===== src/rtl/sclt_pkg.sv =====
package sclt_pkg;

  localparam int KIND_W = 3;
  localparam int CHAR_W = 8;
  localparam int FD_W = 10;
  localparam int ERR_W = 3;
  localparam int MODE_W = 3;
  localparam int MAX_RES = 3;
  localparam int CNT_W = 2;

  localparam logic [KIND_W-1:0] K_BYTE = 3'd0;
  localparam logic [KIND_W-1:0] K_WORD_END = 3'd1;
  localparam logic [KIND_W-1:0] K_REDIR_IN = 3'd2;
  localparam logic [KIND_W-1:0] K_REDIR_OUT = 3'd3;
  localparam logic [KIND_W-1:0] K_REDIR_APP = 3'd4;
  localparam logic [KIND_W-1:0] K_PIPE = 3'd5;
  localparam logic [KIND_W-1:0] K_CMD_END = 3'd6;
  localparam logic [KIND_W-1:0] K_ERROR = 3'd7;

  localparam logic [ERR_W-1:0] E_NONE = 3'd0;
  localparam logic [ERR_W-1:0] E_ESC_END = 3'd1;
  localparam logic [ERR_W-1:0] E_OPEN_SQ = 3'd2;
  localparam logic [ERR_W-1:0] E_OPEN_DQ = 3'd3;
  localparam logic [ERR_W-1:0] E_BAD_BYTE = 3'd4;

  localparam logic [MODE_W-1:0] M_BETWEEN = 3'd0;
  localparam logic [MODE_W-1:0] M_COMMENT = 3'd1;
  localparam logic [MODE_W-1:0] M_WORD = 3'd2;
  localparam logic [MODE_W-1:0] M_WORD_ESC = 3'd3;
  localparam logic [MODE_W-1:0] M_SQ = 3'd4;
  localparam logic [MODE_W-1:0] M_DQ = 3'd5;
  localparam logic [MODE_W-1:0] M_DQ_ESC = 3'd6;
  localparam logic [MODE_W-1:0] M_GT = 3'd7;

  localparam logic [CHAR_W-1:0] CH_TAB = 8'h09;
  localparam logic [CHAR_W-1:0] CH_NL = 8'h0a;
  localparam logic [CHAR_W-1:0] CH_CR = 8'h0d;
  localparam logic [CHAR_W-1:0] CH_SPACE = 8'h20;
  localparam logic [CHAR_W-1:0] CH_DQUOTE = 8'h22;
  localparam logic [CHAR_W-1:0] CH_HASH = 8'h23;
  localparam logic [CHAR_W-1:0] CH_DOLLAR = 8'h24;
  localparam logic [CHAR_W-1:0] CH_AMP = 8'h26;
  localparam logic [CHAR_W-1:0] CH_SQUOTE = 8'h27;
  localparam logic [CHAR_W-1:0] CH_ZERO = 8'h30;
  localparam logic [CHAR_W-1:0] CH_NINE = 8'h39;
  localparam logic [CHAR_W-1:0] CH_SEMI = 8'h3b;
  localparam logic [CHAR_W-1:0] CH_LT = 8'h3c;
  localparam logic [CHAR_W-1:0] CH_GT = 8'h3e;
  localparam logic [CHAR_W-1:0] CH_BSLASH = 8'h5c;
  localparam logic [CHAR_W-1:0] CH_PIPE = 8'h7c;
  localparam logic [CHAR_W-1:0] CH_BAD = 8'hff;

  localparam logic [FD_W-1:0] FD_MAX = 10'd1023;

  typedef struct packed {
    logic [KIND_W-1:0] kind;
    logic [CHAR_W-1:0] data_char;
    logic [FD_W-1:0]   fd_number;
    logic              fd_given;
    logic [ERR_W-1:0]  error_code;
  } result_t;

  typedef struct packed {
    logic [CNT_W-1:0]          cnt;
    result_t [MAX_RES-1:0]     res;
  } bundle_t;

endpackage


===== src/rtl/sclt_in_if.sv =====
interface sclt_in_if;
  logic       valid;
  logic       ready;
  logic [7:0] char_code;
  logic       end_of_input;

  modport source (output valid, output char_code, output end_of_input, input ready);
  modport sink (input valid, input char_code, input end_of_input, output ready);
endinterface


===== src/rtl/sclt_out_if.sv =====
interface sclt_out_if;
  logic       valid;
  logic       ready;
  logic [2:0] token_kind;
  logic [7:0] data_char;
  logic [9:0] fd_number;
  logic       fd_given;
  logic [2:0] error_code;
  logic       last;

  modport source (output valid, output token_kind, output data_char, output fd_number,
                  output fd_given, output error_code, output last, input ready);
  modport sink (input valid, input token_kind, input data_char, input fd_number,
                input fd_given, input error_code, input last, output ready);
endinterface


===== src/rtl/sclt_front.sv =====
module sclt_front (
  input  logic              clk,
  input  logic              rst,
  sclt_in_if.sink           cmd,
  output logic              push_valid,
  output sclt_pkg::bundle_t push_bundle,
  input  logic              push_ready
);

  logic [sclt_pkg::MODE_W-1:0] mode, mode_next;
  logic                        started, started_next;
  logic                        alld, alld_next;
  logic [sclt_pkg::FD_W-1:0]   acc, acc_next;
  logic                        pend, pend_next;

  logic [sclt_pkg::CHAR_W-1:0] c;
  logic [sclt_pkg::CHAR_W-1:0] emit_c;
  logic                        do_ts, do_emit;
  logic [sclt_pkg::CNT_W-1:0]  n;
  logic [13:0]                 prod;
  logic                        accept;

  function automatic sclt_pkg::result_t mk(
    input logic [sclt_pkg::KIND_W-1:0] kind,
    input logic [sclt_pkg::CHAR_W-1:0] data,
    input logic [sclt_pkg::FD_W-1:0]   fd,
    input logic                        given,
    input logic [sclt_pkg::ERR_W-1:0]  err
  );
    sclt_pkg::result_t r;
    r.kind = kind;
    r.data_char = data;
    r.fd_number = fd;
    r.fd_given = given;
    r.error_code = err;
    return r;
  endfunction

  assign accept = cmd.valid && cmd.ready;
  assign cmd.ready = push_ready;
  assign c = cmd.char_code;

  always_comb begin
    mode_next = mode;
    started_next = started;
    alld_next = alld;
    acc_next = acc;
    pend_next = pend;
    n = '0;
    push_bundle = '0;
    do_ts = 1'b0;
    do_emit = 1'b0;
    emit_c = c;
    prod = '0;

    if (cmd.end_of_input) begin
      case (mode)
        sclt_pkg::M_WORD: begin
          push_bundle.res[n] = mk(sclt_pkg::K_WORD_END, '0, '0, 1'b0, sclt_pkg::E_NONE);
          n = n + 2'd1;
        end
        sclt_pkg::M_WORD_ESC, sclt_pkg::M_DQ_ESC, sclt_pkg::M_SQ, sclt_pkg::M_DQ: begin
          if (mode == sclt_pkg::M_SQ) begin
            push_bundle.res[n] = mk(sclt_pkg::K_ERROR, '0, '0, 1'b0, sclt_pkg::E_OPEN_SQ);
          end else if (mode == sclt_pkg::M_DQ) begin
            push_bundle.res[n] = mk(sclt_pkg::K_ERROR, '0, '0, 1'b0, sclt_pkg::E_OPEN_DQ);
          end else begin
            push_bundle.res[n] = mk(sclt_pkg::K_ERROR, '0, '0, 1'b0, sclt_pkg::E_ESC_END);
          end
          n = n + 2'd1;
          push_bundle.res[n] = mk(sclt_pkg::K_WORD_END, '0, '0, 1'b0, sclt_pkg::E_NONE);
          n = n + 2'd1;
        end
        sclt_pkg::M_GT: begin
          push_bundle.res[n] = mk(sclt_pkg::K_REDIR_OUT, '0, pend ? acc : 10'd1, pend,
                                  sclt_pkg::E_NONE);
          n = n + 2'd1;
        end
        default: begin
        end
      endcase
      push_bundle.res[n] = mk(sclt_pkg::K_CMD_END, '0, '0, 1'b0, sclt_pkg::E_NONE);
      n = n + 2'd1;
      mode_next = sclt_pkg::M_BETWEEN;
      started_next = 1'b0;
      alld_next = 1'b1;
      acc_next = '0;
      pend_next = 1'b0;
    end else begin
      case (mode)
        sclt_pkg::M_COMMENT: begin
          if (c == sclt_pkg::CH_NL) begin
            push_bundle.res[n] = mk(sclt_pkg::K_CMD_END, '0, '0, 1'b0, sclt_pkg::E_NONE);
            n = n + 2'd1;
            push_bundle.res[n] = mk(sclt_pkg::K_CMD_END, '0, '0, 1'b0, sclt_pkg::E_NONE);
            n = n + 2'd1;
            mode_next = sclt_pkg::M_BETWEEN;
          end
        end
        sclt_pkg::M_GT: begin
          push_bundle.res[n] = mk((c == sclt_pkg::CH_GT) ? sclt_pkg::K_REDIR_APP
                                                         : sclt_pkg::K_REDIR_OUT,
                                  '0, pend ? acc : 10'd1, pend, sclt_pkg::E_NONE);
          n = n + 2'd1;
          mode_next = sclt_pkg::M_BETWEEN;
          started_next = 1'b0;
          alld_next = 1'b1;
          acc_next = '0;
          pend_next = 1'b0;
          do_ts = (c != sclt_pkg::CH_GT);
        end
        sclt_pkg::M_WORD, sclt_pkg::M_WORD_ESC, sclt_pkg::M_SQ, sclt_pkg::M_DQ,
        sclt_pkg::M_DQ_ESC: begin
          if (c == sclt_pkg::CH_BAD) begin
            push_bundle.res[n] = mk(sclt_pkg::K_ERROR, '0, '0, 1'b0, sclt_pkg::E_BAD_BYTE);
            n = n + 2'd1;
          end else if (mode == sclt_pkg::M_WORD) begin
            if (c == sclt_pkg::CH_SPACE || c == sclt_pkg::CH_TAB || c == sclt_pkg::CH_CR ||
                c == sclt_pkg::CH_NL || c == sclt_pkg::CH_SEMI || c == sclt_pkg::CH_LT ||
                c == sclt_pkg::CH_GT || c == sclt_pkg::CH_PIPE || c == sclt_pkg::CH_AMP) begin
              started_next = 1'b0;
              if ((c == sclt_pkg::CH_LT || c == sclt_pkg::CH_GT) && alld) begin
                if (c == sclt_pkg::CH_LT) begin
                  push_bundle.res[n] = mk(sclt_pkg::K_REDIR_IN, '0, pend ? acc : 10'd0, pend,
                                          sclt_pkg::E_NONE);
                  n = n + 2'd1;
                  mode_next = sclt_pkg::M_BETWEEN;
                  alld_next = 1'b1;
                  acc_next = '0;
                  pend_next = 1'b0;
                end else begin
                  mode_next = sclt_pkg::M_GT;
                end
              end else begin
                push_bundle.res[n] = mk(sclt_pkg::K_WORD_END, '0, '0, 1'b0, sclt_pkg::E_NONE);
                n = n + 2'd1;
                mode_next = sclt_pkg::M_BETWEEN;
                alld_next = 1'b1;
                acc_next = '0;
                pend_next = 1'b0;
                do_ts = 1'b1;
              end
            end else if (c == sclt_pkg::CH_BSLASH) begin
              mode_next = sclt_pkg::M_WORD_ESC;
            end else if (c == sclt_pkg::CH_SQUOTE) begin
              mode_next = sclt_pkg::M_SQ;
            end else if (c == sclt_pkg::CH_DQUOTE) begin
              mode_next = sclt_pkg::M_DQ;
            end else begin
              do_emit = 1'b1;
            end
          end else if (mode == sclt_pkg::M_WORD_ESC) begin
            do_emit = 1'b1;
            mode_next = sclt_pkg::M_WORD;
          end else if (mode == sclt_pkg::M_SQ) begin
            if (c == sclt_pkg::CH_SQUOTE) begin
              mode_next = sclt_pkg::M_WORD;
            end else begin
              do_emit = 1'b1;
            end
          end else if (mode == sclt_pkg::M_DQ) begin
            if (c == sclt_pkg::CH_DQUOTE) begin
              mode_next = sclt_pkg::M_WORD;
            end else if (c == sclt_pkg::CH_BSLASH) begin
              mode_next = sclt_pkg::M_DQ_ESC;
            end else begin
              do_emit = 1'b1;
            end
          end else begin
            if (c != sclt_pkg::CH_BSLASH && c != sclt_pkg::CH_DQUOTE &&
                c != sclt_pkg::CH_DOLLAR) begin
              push_bundle.res[n] = mk(sclt_pkg::K_BYTE, sclt_pkg::CH_BSLASH, '0, 1'b0,
                                      sclt_pkg::E_NONE);
              n = n + 2'd1;
              alld_next = 1'b0;
              pend_next = 1'b1;
            end
            do_emit = 1'b1;
            mode_next = sclt_pkg::M_DQ;
          end
        end
        default: begin
          mode_next = sclt_pkg::M_BETWEEN;
          do_ts = 1'b1;
        end
      endcase
    end

    if (do_ts) begin
      case (c)
        sclt_pkg::CH_SPACE, sclt_pkg::CH_TAB, sclt_pkg::CH_CR: begin
        end
        sclt_pkg::CH_HASH: begin
          mode_next = sclt_pkg::M_COMMENT;
        end
        sclt_pkg::CH_NL, sclt_pkg::CH_SEMI: begin
          push_bundle.res[n] = mk(sclt_pkg::K_CMD_END, '0, '0, 1'b0, sclt_pkg::E_NONE);
          n = n + 2'd1;
        end
        sclt_pkg::CH_LT: begin
          push_bundle.res[n] = mk(sclt_pkg::K_REDIR_IN, '0, '0, 1'b0, sclt_pkg::E_NONE);
          n = n + 2'd1;
        end
        sclt_pkg::CH_GT: begin
          started_next = 1'b0;
          alld_next = 1'b1;
          acc_next = '0;
          pend_next = 1'b0;
          mode_next = sclt_pkg::M_GT;
        end
        sclt_pkg::CH_PIPE: begin
          push_bundle.res[n] = mk(sclt_pkg::K_PIPE, '0, '0, 1'b0, sclt_pkg::E_NONE);
          n = n + 2'd1;
        end
        sclt_pkg::CH_AMP, sclt_pkg::CH_BAD: begin
          push_bundle.res[n] = mk(sclt_pkg::K_ERROR, '0, '0, 1'b0, sclt_pkg::E_BAD_BYTE);
          n = n + 2'd1;
        end
        default: begin
          started_next = 1'b1;
          alld_next = 1'b1;
          acc_next = '0;
          pend_next = 1'b0;
          if (c == sclt_pkg::CH_BSLASH) begin
            mode_next = sclt_pkg::M_WORD_ESC;
          end else if (c == sclt_pkg::CH_SQUOTE) begin
            mode_next = sclt_pkg::M_SQ;
          end else if (c == sclt_pkg::CH_DQUOTE) begin
            mode_next = sclt_pkg::M_DQ;
          end else begin
            mode_next = sclt_pkg::M_WORD;
            do_emit = 1'b1;
          end
        end
      endcase
    end

    if (do_emit) begin
      push_bundle.res[n] = mk(sclt_pkg::K_BYTE, emit_c, '0, 1'b0, sclt_pkg::E_NONE);
      n = n + 2'd1;
      if (emit_c >= sclt_pkg::CH_ZERO && emit_c <= sclt_pkg::CH_NINE && alld_next) begin
        prod = {4'b0, acc_next} * 14'd10 + {10'b0, emit_c[3:0]};
        acc_next = (prod > {4'b0, sclt_pkg::FD_MAX}) ? sclt_pkg::FD_MAX : prod[9:0];
      end else begin
        alld_next = 1'b0;
      end
      pend_next = 1'b1;
    end

    push_bundle.cnt = n;
  end

  assign push_valid = accept && (n != '0);

  always_ff @(posedge clk) begin
    if (rst) begin
      mode <= sclt_pkg::M_BETWEEN;
      started <= 1'b0;
      alld <= 1'b1;
      acc <= '0;
      pend <= 1'b0;
    end else if (accept) begin
      mode <= mode_next;
      started <= started_next;
      alld <= alld_next;
      acc <= acc_next;
      pend <= pend_next;
    end
  end

endmodule


===== src/rtl/sclt_queue.sv =====
module sclt_queue #(
  parameter int DEPTH = 2
) (
  input  logic              clk,
  input  logic              rst,
  input  logic              push_valid,
  input  sclt_pkg::bundle_t push_bundle,
  output logic              push_ready,
  output logic              head_valid,
  output sclt_pkg::bundle_t head_bundle,
  input  logic              pop
);

  localparam int PTR_W = (DEPTH > 1) ? $clog2(DEPTH) : 1;
  localparam int CNT_W = $clog2(DEPTH + 1);
  localparam logic [PTR_W-1:0] PTR_LAST = PTR_W'(DEPTH - 1);
  localparam logic [CNT_W-1:0] CNT_FULL = CNT_W'(DEPTH);

  sclt_pkg::bundle_t entries [DEPTH];
  logic [PTR_W-1:0]  wr_ptr, rd_ptr;
  logic [CNT_W-1:0]  count;
  logic              do_push, do_pop;

  assign push_ready = (count != CNT_FULL);
  assign head_valid = (count != '0);
  assign head_bundle = entries[rd_ptr];
  assign do_push = push_valid && push_ready;
  assign do_pop = pop && head_valid;

  always_ff @(posedge clk) begin
    if (do_push) begin
      entries[wr_ptr] <= push_bundle;
    end
  end

  always_ff @(posedge clk) begin
    if (rst) begin
      wr_ptr <= '0;
      rd_ptr <= '0;
      count <= '0;
    end else begin
      if (do_push) begin
        wr_ptr <= (wr_ptr == PTR_LAST) ? '0 : wr_ptr + 1'b1;
      end
      if (do_pop) begin
        rd_ptr <= (rd_ptr == PTR_LAST) ? '0 : rd_ptr + 1'b1;
      end
      if (do_push && !do_pop) begin
        count <= count + 1'b1;
      end else if (do_pop && !do_push) begin
        count <= count - 1'b1;
      end
    end
  end

endmodule


===== src/rtl/sclt_back.sv =====
module sclt_back (
  input  logic              clk,
  input  logic              rst,
  input  logic              head_valid,
  input  sclt_pkg::bundle_t head_bundle,
  output logic              pop,
  sclt_out_if.source        tok
);

  logic [sclt_pkg::CNT_W-1:0] idx;
  logic                       load, head_last;
  logic                       out_valid, out_last;
  sclt_pkg::result_t          out_res;

  assign load = head_valid && (!out_valid || tok.ready);
  assign head_last = (idx == head_bundle.cnt - 2'd1);
  assign pop = load && head_last;

  always_ff @(posedge clk) begin
    if (rst) begin
      idx <= '0;
      out_valid <= 1'b0;
    end else begin
      if (load) begin
        out_valid <= 1'b1;
        idx <= head_last ? '0 : idx + 2'd1;
      end else if (tok.ready) begin
        out_valid <= 1'b0;
      end
    end
  end

  always_ff @(posedge clk) begin
    if (load) begin
      out_res <= head_bundle.res[idx];
      out_last <= head_last;
    end
  end

  assign tok.valid = out_valid;
  assign tok.token_kind = out_res.kind;
  assign tok.data_char = out_res.data_char;
  assign tok.fd_number = out_res.fd_number;
  assign tok.fd_given = out_res.fd_given;
  assign tok.error_code = out_res.error_code;
  assign tok.last = out_last;

endmodule


===== src/rtl/shell_command_line_tokenizer.sv =====
// Command-line tokenizer: takes one byte (or an end-of-input mark) per item on cmd and
// gives tokens on tok, with last set on the final token that an item causes. An item
// is taken in the cycle it is offered while the token queue has room; the front stage
// classifies it in that same cycle and queues its tokens (up to three), if any, as one
// group. The output stage sends one token per cycle while tok.ready is high, so input
// runs at one item per cycle as long as each item yields at most one token; an item with
// several tokens holds the output while it sends them one by one, and the queue of
// QUEUE_DEPTH groups absorbs the difference. No clearing pass after reset.
module shell_command_line_tokenizer #(
  parameter int QUEUE_DEPTH = 2
) (
  input  logic        clk,
  input  logic        rst,
  sclt_in_if.sink     cmd,
  sclt_out_if.source  tok
);

  logic              push_valid, push_ready;
  sclt_pkg::bundle_t push_bundle;
  logic              head_valid, pop;
  sclt_pkg::bundle_t head_bundle;

  sclt_front u_front (
    .clk         (clk),
    .rst         (rst),
    .cmd         (cmd),
    .push_valid  (push_valid),
    .push_bundle (push_bundle),
    .push_ready  (push_ready)
  );

  sclt_queue #(
    .DEPTH (QUEUE_DEPTH)
  ) u_queue (
    .clk         (clk),
    .rst         (rst),
    .push_valid  (push_valid),
    .push_bundle (push_bundle),
    .push_ready  (push_ready),
    .head_valid  (head_valid),
    .head_bundle (head_bundle),
    .pop         (pop)
  );

  sclt_back u_back (
    .clk         (clk),
    .rst         (rst),
    .head_valid  (head_valid),
    .head_bundle (head_bundle),
    .pop         (pop),
    .tok         (tok)
  );

endmodule

===== src/flat_wrapper.sv =====
// flat-port wrapper written by rule: the top's interface ports become plain ports
module shell_command_line_tokenizer_flat 
#(
  parameter int QUEUE_DEPTH = 2
)
  (clk, rst, cmd_valid, cmd_char_code, cmd_end_of_input, cmd_ready, tok_valid, tok_token_kind, tok_data_char, tok_fd_number, tok_fd_given, tok_error_code, tok_last, tok_ready);
  sclt_in_if cmd_i ();
  sclt_out_if tok_i ();
  input  logic clk;
  input  logic rst;
  input wire logic [$bits(cmd_i.valid)-1:0] cmd_valid;
  input wire logic [$bits(cmd_i.char_code)-1:0] cmd_char_code;
  input wire logic [$bits(cmd_i.end_of_input)-1:0] cmd_end_of_input;
  output wire logic [$bits(cmd_i.ready)-1:0] cmd_ready;
  output wire logic [$bits(tok_i.valid)-1:0] tok_valid;
  output wire logic [$bits(tok_i.token_kind)-1:0] tok_token_kind;
  output wire logic [$bits(tok_i.data_char)-1:0] tok_data_char;
  output wire logic [$bits(tok_i.fd_number)-1:0] tok_fd_number;
  output wire logic [$bits(tok_i.fd_given)-1:0] tok_fd_given;
  output wire logic [$bits(tok_i.error_code)-1:0] tok_error_code;
  output wire logic [$bits(tok_i.last)-1:0] tok_last;
  input wire logic [$bits(tok_i.ready)-1:0] tok_ready;
  assign cmd_i.valid = cmd_valid;
  assign cmd_i.char_code = cmd_char_code;
  assign cmd_i.end_of_input = cmd_end_of_input;
  assign cmd_ready = cmd_i.ready;
  assign tok_valid = tok_i.valid;
  assign tok_token_kind = tok_i.token_kind;
  assign tok_data_char = tok_i.data_char;
  assign tok_fd_number = tok_i.fd_number;
  assign tok_fd_given = tok_i.fd_given;
  assign tok_error_code = tok_i.error_code;
  assign tok_last = tok_i.last;
  assign tok_i.ready = tok_ready;
  shell_command_line_tokenizer #(.QUEUE_DEPTH(QUEUE_DEPTH)) u_core (.clk(clk), .rst(rst), .cmd(cmd_i), .tok(tok_i));
endmodule

===== config.mk =====
export PLATFORM = sky130hd
export DESIGN_NAME = shell_command_line_tokenizer_flat
export DESIGN_NICKNAME = d
export VERILOG_FILES = /design/src/rtl/sclt_pkg.sv /design/src/rtl/sclt_in_if.sv /design/src/rtl/sclt_out_if.sv /design/src/rtl/sclt_front.sv /design/src/rtl/sclt_queue.sv /design/src/rtl/sclt_back.sv /design/src/rtl/shell_command_line_tokenizer.sv /design/src/flat_wrapper.sv
export SDC_FILE = /design/constraint.sdc
export NUM_CORES = 1
export LEC_CHECK = 0
export ABC_CLOCK_PERIOD_IN_PS = 6530
export BUFFER_PORTS_ARGS = -buffer_cell sky130_fd_sc_hd__buf_2
export CAP_MARGIN = 10
export CORE_MARGIN = 3
export CORE_UTILIZATION = 56
export CTS_CLUSTER_SIZE = 20
export DETAILED_ROUTE_END_ITERATION = 8
export GPL_ROUTABILITY_DRIVEN = 0
export PLACE_DENSITY = 0.76
export SKIP_CTS_REPAIR_TIMING = 1
export SLEW_MARGIN = 20
export SYNTH_ARGS = -nofsm -noshare
export SYNTH_HDL_FRONTEND = slang
export SYNTH_SLANG_ARGS = --single-unit

===== constraint.sdc =====
create_clock -name clk -period 6.53 [get_ports clk]
set_input_delay 0.653 -clock clk [delete_from_list [all_inputs] [get_ports clk]]
set_output_delay 0.653 -clock clk [all_outputs]
set_load 0.01 [all_outputs]

Word-level counts from Yosys, hierarchy flattened
Memories as Yosys holds them, arrays and structs flattened. A register that Yosys moved wholly into a read port is not among the register bits.
Cells that the tools add are included.
{"block": "op_classes", "addsub": 10, "magnitude_cmp": 10, "mul": 1, "eq_ne": 27, "n_bitwise": 15, "mux": 151, "n_reduce_logical": 42}
{"operator": "25-bit 2-to-1 mux", "n": 13}
{"operator": "75-bit case mux with 4 select lines", "n": 1}
{"operator": "69-bit inverter", "n": 3}
{"operator": "25-bit demux with 2-bit select", "n": 3}
{"operator": "75-bit 2-to-1 mux", "n": 2}
{"operator": "25-bit case mux with 3 select lines", "n": 2}
{"operator": "69-bit bitwise AND", "n": 2}
{"operator": "10-bit 2-to-1 mux", "n": 13}
{"operator": "50-bit 2-to-1 mux", "n": 2}
{"operator": "21-bit 2-to-1 mux", "n": 4}
{"operator": "75-bit bitwise mux", "n": 1}
{"operator": "72-bit bitwise AND", "n": 1}
{"operator": "72-bit inverter", "n": 1}
{"operator": "46-bit by 69-bit bitwise AND with 69-bit output", "n": 1}
{"operator": "8-bit by 6-bit == test with 1-bit output (second input constant)", "n": 8}
{"operator": "1-bit 2-to-1 mux", "n": 64}
{"operator": "63-bit bitwise AND", "n": 1}
{"operator": "3-bit 2-to-1 mux", "n": 21}
{"operator": "63-bit inverter", "n": 1}
{"operator": "25-bit binary-select mux with 2-bit select", "n": 1}
{"operator": "2-bit 2-to-1 mux", "n": 14}
{"operator": "8-bit by 4-bit == test with 1-bit output (second input constant)", "n": 3}
{"operator": "24-bit 2-to-1 mux", "n": 1}
{"operator": "8-bit by 6-bit inequality test with 1-bit output (second input constant)", "n": 3}
{"operator": "other kinds (41)", "n": 90}
{"block": "totals", "output_inout_bits": 28, "memories": 1, "reg_bits": 48, "mem_bits_rw": 154, "inputBits": 13}
{"name": "u_core.u_queue.entries", "words": 2, "width": 77, "rd": 1, "rd_clocked_by_memory_dff": 1, "wr": 1, "line": "sclt_queue.sv:19", "rtl": "sclt_pkg::bundle_t entries [DEPTH];"}

Depth between registers and ports, before layout
{"block": "logic_depth", "ltp_word": 27, "depth_mapped": 22, "mapped_depth_nobuf": 18}

Hierarchy
Synthesis repeated with hierarchy kept, for this count alone.
{"block": "unflattened", "hier_cells": 863, "area_unflattened_um2": 10826.6}
{"module": "sclt_queue", "cells_per_inst": 264, "instances": 1, "area_per_inst_um2": 5914.4}
{"module": "sclt_front", "cells_per_inst": 464, "instances": 1, "area_per_inst_um2": 3369.5}
{"module": "sclt_back", "cells_per_inst": 135, "instances": 1, "area_per_inst_um2": 1542.7}

Worst setup path after synthesis
Ideal clock, no wire load.
{"block": "synth_path", "path_type": "in2reg", "start": "in cmd_char_code[4]", "end": "mem u_core.u_queue.entries[0][0] (netlist name) (enable)", "required_ns": 6.064, "path_buffers": 1, "stages": 14, "setup_slack_ns": 0.164, "t_arrival_ns": 5.900, "setup_time_ns": 0.466, "path_cell_list": "buf_2 > or3b_1 > nor4_2 > nor2_1 > o21a_1 > o31ai_4 > inv_1 > ha_1 > nor3_1 > nor2_1 > ha_1 > nor3b_1 > a221oi_4 > nor2b_1"}
{"block": "synth_between", "elab_chain_cells": 25, "elab_cells_between_ends": 79, "classes_between": "2 x add/sub; 18 x eq/ne; 42 x mux; 17 x reduce/logical"}
{"item": "start: declaration", "line": "flat_wrapper.sv:12", "rtl": "input wire logic [$bits(cmd_i.char_code)-1:0] cmd_char_code;"}
{"item": "parallel branches: the longest is 19 deep, another holds 8-bit by 6-bit == test with 1-bit output"}
{"item": "2-bit 2-to-1 mux (*)", "line": "sclt_front.sv:238", "rtl": "if (do_emit) begin"}
{"item": "2-bit nonzero test (*)", "line": "sclt_front.sv:253", "rtl": "assign push_valid = accept && (n != '0);"}
{"item": "1-bit logical AND (*)", "line": "sclt_front.sv:253"}
{"item": "1-bit logical AND (*)", "line": "sclt_queue.sv:27", "rtl": "assign do_push = push_valid && push_ready;"}
{"item": "via u_core.u_queue.do_push", "line": "sclt_queue.sv:22", "rtl": "logic do_push, do_pop;"}
{"item": "1-bit 2-to-1 mux (*)", "line": "sclt_queue.sv:31", "rtl": "if (do_push) begin"}
{"item": "1-bit 2-to-1 mux (implied by the code) (*)", "line": "sclt_queue.sv:32", "rtl": "entries[wr_ptr] <= push_bundle;"}
{"item": "end: declaration", "line": "sclt_queue.sv:19"}
Mark *: on every way through the listed nets, which the timed path passes.

Worst setup path after layout
{"block": "layout_path", "start": "in cmd_char_code[3]", "end": "reg u_core.u_front.acc[6] (netlist name)"}
{"block": "layout_between", "elab_chain_cells": 22, "elab_cells_between_ends": 89, "classes_between": "1 x add/sub; 1 x mul; 3 x order compare; 18 x eq/ne; 50 x mux; 16 x reduce/logical"}
{"item": "8-bit by 6-bit == test with 1-bit output or 8-bit by 4-bit == test with 1-bit output (tied branches)", "line": "sclt_front.sv:118, sclt_front.sv:190"}
{"item": "1-bit logical OR (3 in a row)", "line": "sclt_front.sv:118", "rtl": "if (c == sclt_pkg::CH_SPACE || c == sclt_pkg::CH_TAB || c == sclt_pkg::CH_CR ||"}
{"item": "1-bit logical OR (3 in a row)", "line": "sclt_front.sv:119", "rtl": "c == sclt_pkg::CH_NL || c == sclt_pkg::CH_SEMI || c == sclt_pkg::CH_LT ||"}
{"item": "1-bit logical OR (2 in a row)", "line": "sclt_front.sv:120", "rtl": "c == sclt_pkg::CH_GT || c == sclt_pkg::CH_PIPE || c == sclt_pkg::CH_AMP) begin"}
{"item": "10-bit 2-to-1 mux", "line": "sclt_front.sv:118"}
{"item": "10-bit 2-to-1 mux", "line": "sclt_front.sv:117", "rtl": "end else if (mode == sclt_pkg::M_WORD) begin"}
{"item": "10-bit 2-to-1 mux", "line": "sclt_front.sv:114", "rtl": "if (c == sclt_pkg::CH_BAD) begin"}
{"item": "10-bit case mux with 2 select lines", "line": "sclt_front.sv:90", "rtl": "case (mode)"}
{"item": "10-bit 2-to-1 mux", "line": "sclt_front.sv:56", "rtl": "if (cmd.end_of_input) begin"}
{"item": "10-bit 2-to-1 mux", "line": "sclt_front.sv:190", "rtl": "case (c)"}
{"item": "10-bit 2-to-1 mux", "line": "sclt_front.sv:189", "rtl": "if (do_ts) begin"}
{"item": "10-bit by 3-bit multiplier with 13-bit output", "line": "sclt_front.sv:242", "rtl": "prod = {4'b0, acc_next} * 14'd10 + {10'b0, emit_c[3:0]};"}
{"item": "14-bit by 4-bit adder with 14-bit output", "line": "sclt_front.sv:242"}
{"item": "14-bit by 10-bit greater-than comparator with 1-bit output", "line": "sclt_front.sv:243", "rtl": "acc_next = (prod > {4'b0, sclt_pkg::FD_MAX}) ? sclt_pkg::FD_MAX : prod[9:0];"}
{"item": "10-bit 2-to-1 mux", "line": "sclt_front.sv:243"}
{"item": "10-bit 2-to-1 mux", "line": "sclt_front.sv:241", "rtl": "if (emit_c >= sclt_pkg::CH_ZERO && emit_c <= sclt_pkg::CH_NINE && alld_next) begin"}
{"item": "10-bit 2-to-1 mux (*)", "line": "sclt_front.sv:238"}
{"item": "end signal: assignment", "line": "sclt_front.sv:266", "rtl": "acc <= acc_next;"}
{"item": "end: declaration", "line": "sclt_front.sv:13", "rtl": "logic [sclt_pkg::FD_W-1:0] acc, acc_next;"}
Mark *: on every way between the ends. The rest lies on a longest branch, timed or not.
A chain may end at the register's enable or synchronous reset.

==> impl_metrics.tcl <==
set metrics [dict create \
    core-area_mm2 0.0141 \
    setup_viol 0 \
    netSwitchingPower_mw 1.11 \
    antenna_found_initial 0 \
    netlist_instances 727 \
    startpoint_type "input port" \
    syn_to_final_growth_pct 11.1 \
    drv_cap 0 \
    ys_ff_latch 151 \
    firstDrtPassIters 7 \
    worstPathRequired_ns 6.84 \
    h-tree-depth 4 \
    clockPowerShare 0.284 \
    vias 6089 \
    period_share 0.881 \
    dieArea_mm2 0.0162 \
    initial_core_util 0.582 \
    synth-main-ff-cell "edfxtp_1" \
    fin_util 0.646 \
    syn_nets 771 \
    slowest_stage "or4b_1" \
    wl_mm 18.9 \
    p_int_mw 2.42 \
    mostFrequentLayoutCells "128 x edfxtp_1, 55 x nor2_1, 42 x o21ai_0" \
    n_antenna_cell 0 \
    hold_violations 0 \
    ys_types 70 \
    route.detailed.drc 0 \
    die_x_um 127 \
    synth_top_area_frac 0.467 \
    wl_met2_mm 8.87 \
    wl_met3_mm 1.32 \
    gr-total-overflow 0 \
    slew_viol_final 0 \
    netlist_top_cells_area "edfxtp_1 47%, dfxtp_1 5.6%, ha_1 4.4%, mux2i_1 3.6%, mux4_2 3.3%" \
    report.power.total_mw 3.52 \
    grt_max_degree 46 \
    synthesis.area_mm2 0.00823 \
    fin_cells 943 \
    die_h_um 127 \
    cts-root-buf "clkbuf_16" \
    tightest_slew_ns 0.985 \
    num-nets-final 795 \
    max_stage_delay_ns 0.61 \
    worstHoldPathType "flop to flop" \
    crit_path_end_kind "flop" \
    swShare 0.314 \
    io_buffers 40 \
    cts_tree "yes" \
    clk_latency_ns 0.42 \
    crit_type "input port to flop" \
    leakagePower_nw 3.40 \
    rows 43 \
    yosys.area.top_type "edfxtp_1" \
    rsz0062_at_grt "false" \
    cts-buffers-inserted 17 \
    period_needed_ns 5.75 \
    ys_seq_area_frac 0.523 \
    vias_per_cell 6.46 \
    drive_above_1_share 0.151 \
    irDropWorstVdd_mv 0.230 \
    drt.antenna.violating_nets 0 \
    finalClockSkew_ns 0.00906 \
    crit_arrival_ns 6.07 \
    drt-initial-drc-count 643 \
    routed.top_layer "met4" \
    grt_pass1_wl_mm 30.2 \
    dp.cells 912 \
    cts.sinks 151 \
    seqPwrFrac 0.422 \
    grt_pass1_vias 5826 \
    synthArstFlopShare 0 \
    clkTransAtPathRegs_ns 0.06 \
    hold_slack_ns 0.489 \
    slew_headroom 0.341 \
    cts_max_path_buffers 2 \
    syn_avg_cell_area_um2 11.3 \
    pin_count 41 \
    power_frac_comb 0.293 \
    critPathMaxFanout 14 \
    powerDensity_mw_per_mm2 385 \
    routedWlPerCell_um 20.0 \
    setup_tns_ns 0 \
    met1_length_mm 8.21 \
    status "complete, no violations" \
    ys.warnings.count 0 \
    synth_edf_count 128 \
    fmax_ghz 0.174 \
    hpwl_mm 13.3 \
    grt_usage 0.236 \
    crit_chain "buf_2, nor4b_1, or4b_1, nand4_1, a2111oi_4, a211oi_2, nand2_1, inv_1, ha_1, ha_1, fa_1, a211oi_1, o22ai_1, nor4b_1, a21oi_1, o211ai_1, a21o_1, nor2_1, a211oi_1" \
    layout_commonest_cell "edfxtp_1" \
]
[kinds of logic after synthesis]
family,share of synthesized area
compound gates,0.136
xor+xnor,0.0181
fa+ha+maj,0.0490
buf+inv,0.0389
flops,0.523
mux,0.0707
simple gates,0.164
[state kept, by name (all words and copies together), names as in the netlist, named ones only]
signal                        cells
u_core.u_back.idx                 2
u_core.u_front.acc               10
u_core.u_front.pend               1
u_core.u_back.tok.data_char       8
u_core.u_queue.wr_ptr             1
u_core.u_front.alld               1
u_core.u_back.tok.fd_number      10
u_core.u_back.tok.token_kind      3
u_core.u_front.mode               3
u_core.u_queue.entries          102
u_core.u_back.tok.error_code      3
u_core.u_back.tok.valid           1
u_core.u_back.tok.last            1
u_core.u_queue.count              2
u_core.u_queue.rd_ptr             1
u_core.u_back.tok.fd_given        1
[synthesized netlist by cell type, types with 6 or more instances]
master,n
buf_2,9
xnor2_1,13
mux2i_1,30
clkbuf_1,25
and2_1,32
dfxtp_1,23
ha_1,29
nand2_1,37
o21ai_0,42
o22ai_1,16
nand4_1,10
a21o_1,8
edfxtp_1,128
a211oi_1,11
a31oi_1,7
nor2_1,55
and3_1,26
nand2b_1,11
a21oi_1,24
a22oi_1,6
buf_1,6
inv_1,32
nand3_1,18
mux4_2,12
or2_2,7
nor3_1,20
[path summary, 6_finish.rpt]
path	depth (start not counted)	slack (ns)	startpoint	end
setup / recovery	19	0.78	cmd_char_code[3]	u_core.u_front.acc[6]
hold / removal	2	0.49	u_core.u_front.acc[5]	u_core.u_front.acc[5]
setup reg to reg	19	0.81	u_core.u_front.mode[1]	u_core.u_front.acc[6]
hold reg to reg	2	0.49	u_core.u_front.acc[5]	u_core.u_front.acc[5]
[worst max-delay path: cells and delay by family]
kind	cells	cell delay [ns]
AO/OA/AOI/OAI	8	2.13
adder cells (fa/ha/maj)	3	0.89
AND/OR/NAND/NOR	6	2.01
buffers and inverters	2	0.37
[power groups by stage]
stage	registers [mW]	logic (mW)	clock network, mW
floorplan	1.52	0.698	0
global placement	1.49	0.996	0
detailed placement	1.51	1.02	0
CTS	1.49	1.03	1.00
global route	1.51	1.13	1.05
finish	1.49	1.03	1.00
[through the flow]
stage,worst slack (ns),area [µm²]
after global placement,0.357,8530
after CTS,0.489,9140
after global routing,0.303,9150
after floorplan,0.164,8230
final,0.776,9150
after detailed placement,0.0545,8530
[layer usage]
metal | global-route usage | vias up
li1 | - | 2790
met1 | 0.335 | 2970
met2 | 0.368 | 283
met3 | 0.0431 | 46
met4 | 0.0858 | 0
met5 | 0 | -
[area by class of cell]
class	count	area [µm²]
Clock inverter	13	179
Inverter	32	120
Fill cell	1069	5000
Clock buffer	18	429
Tap cell	180	225
Timing Repair Buffer	49	268
Multi-Input combinational cell	500	3620
Sequential cell	151	4310
(Power assumes the default switching activity.)
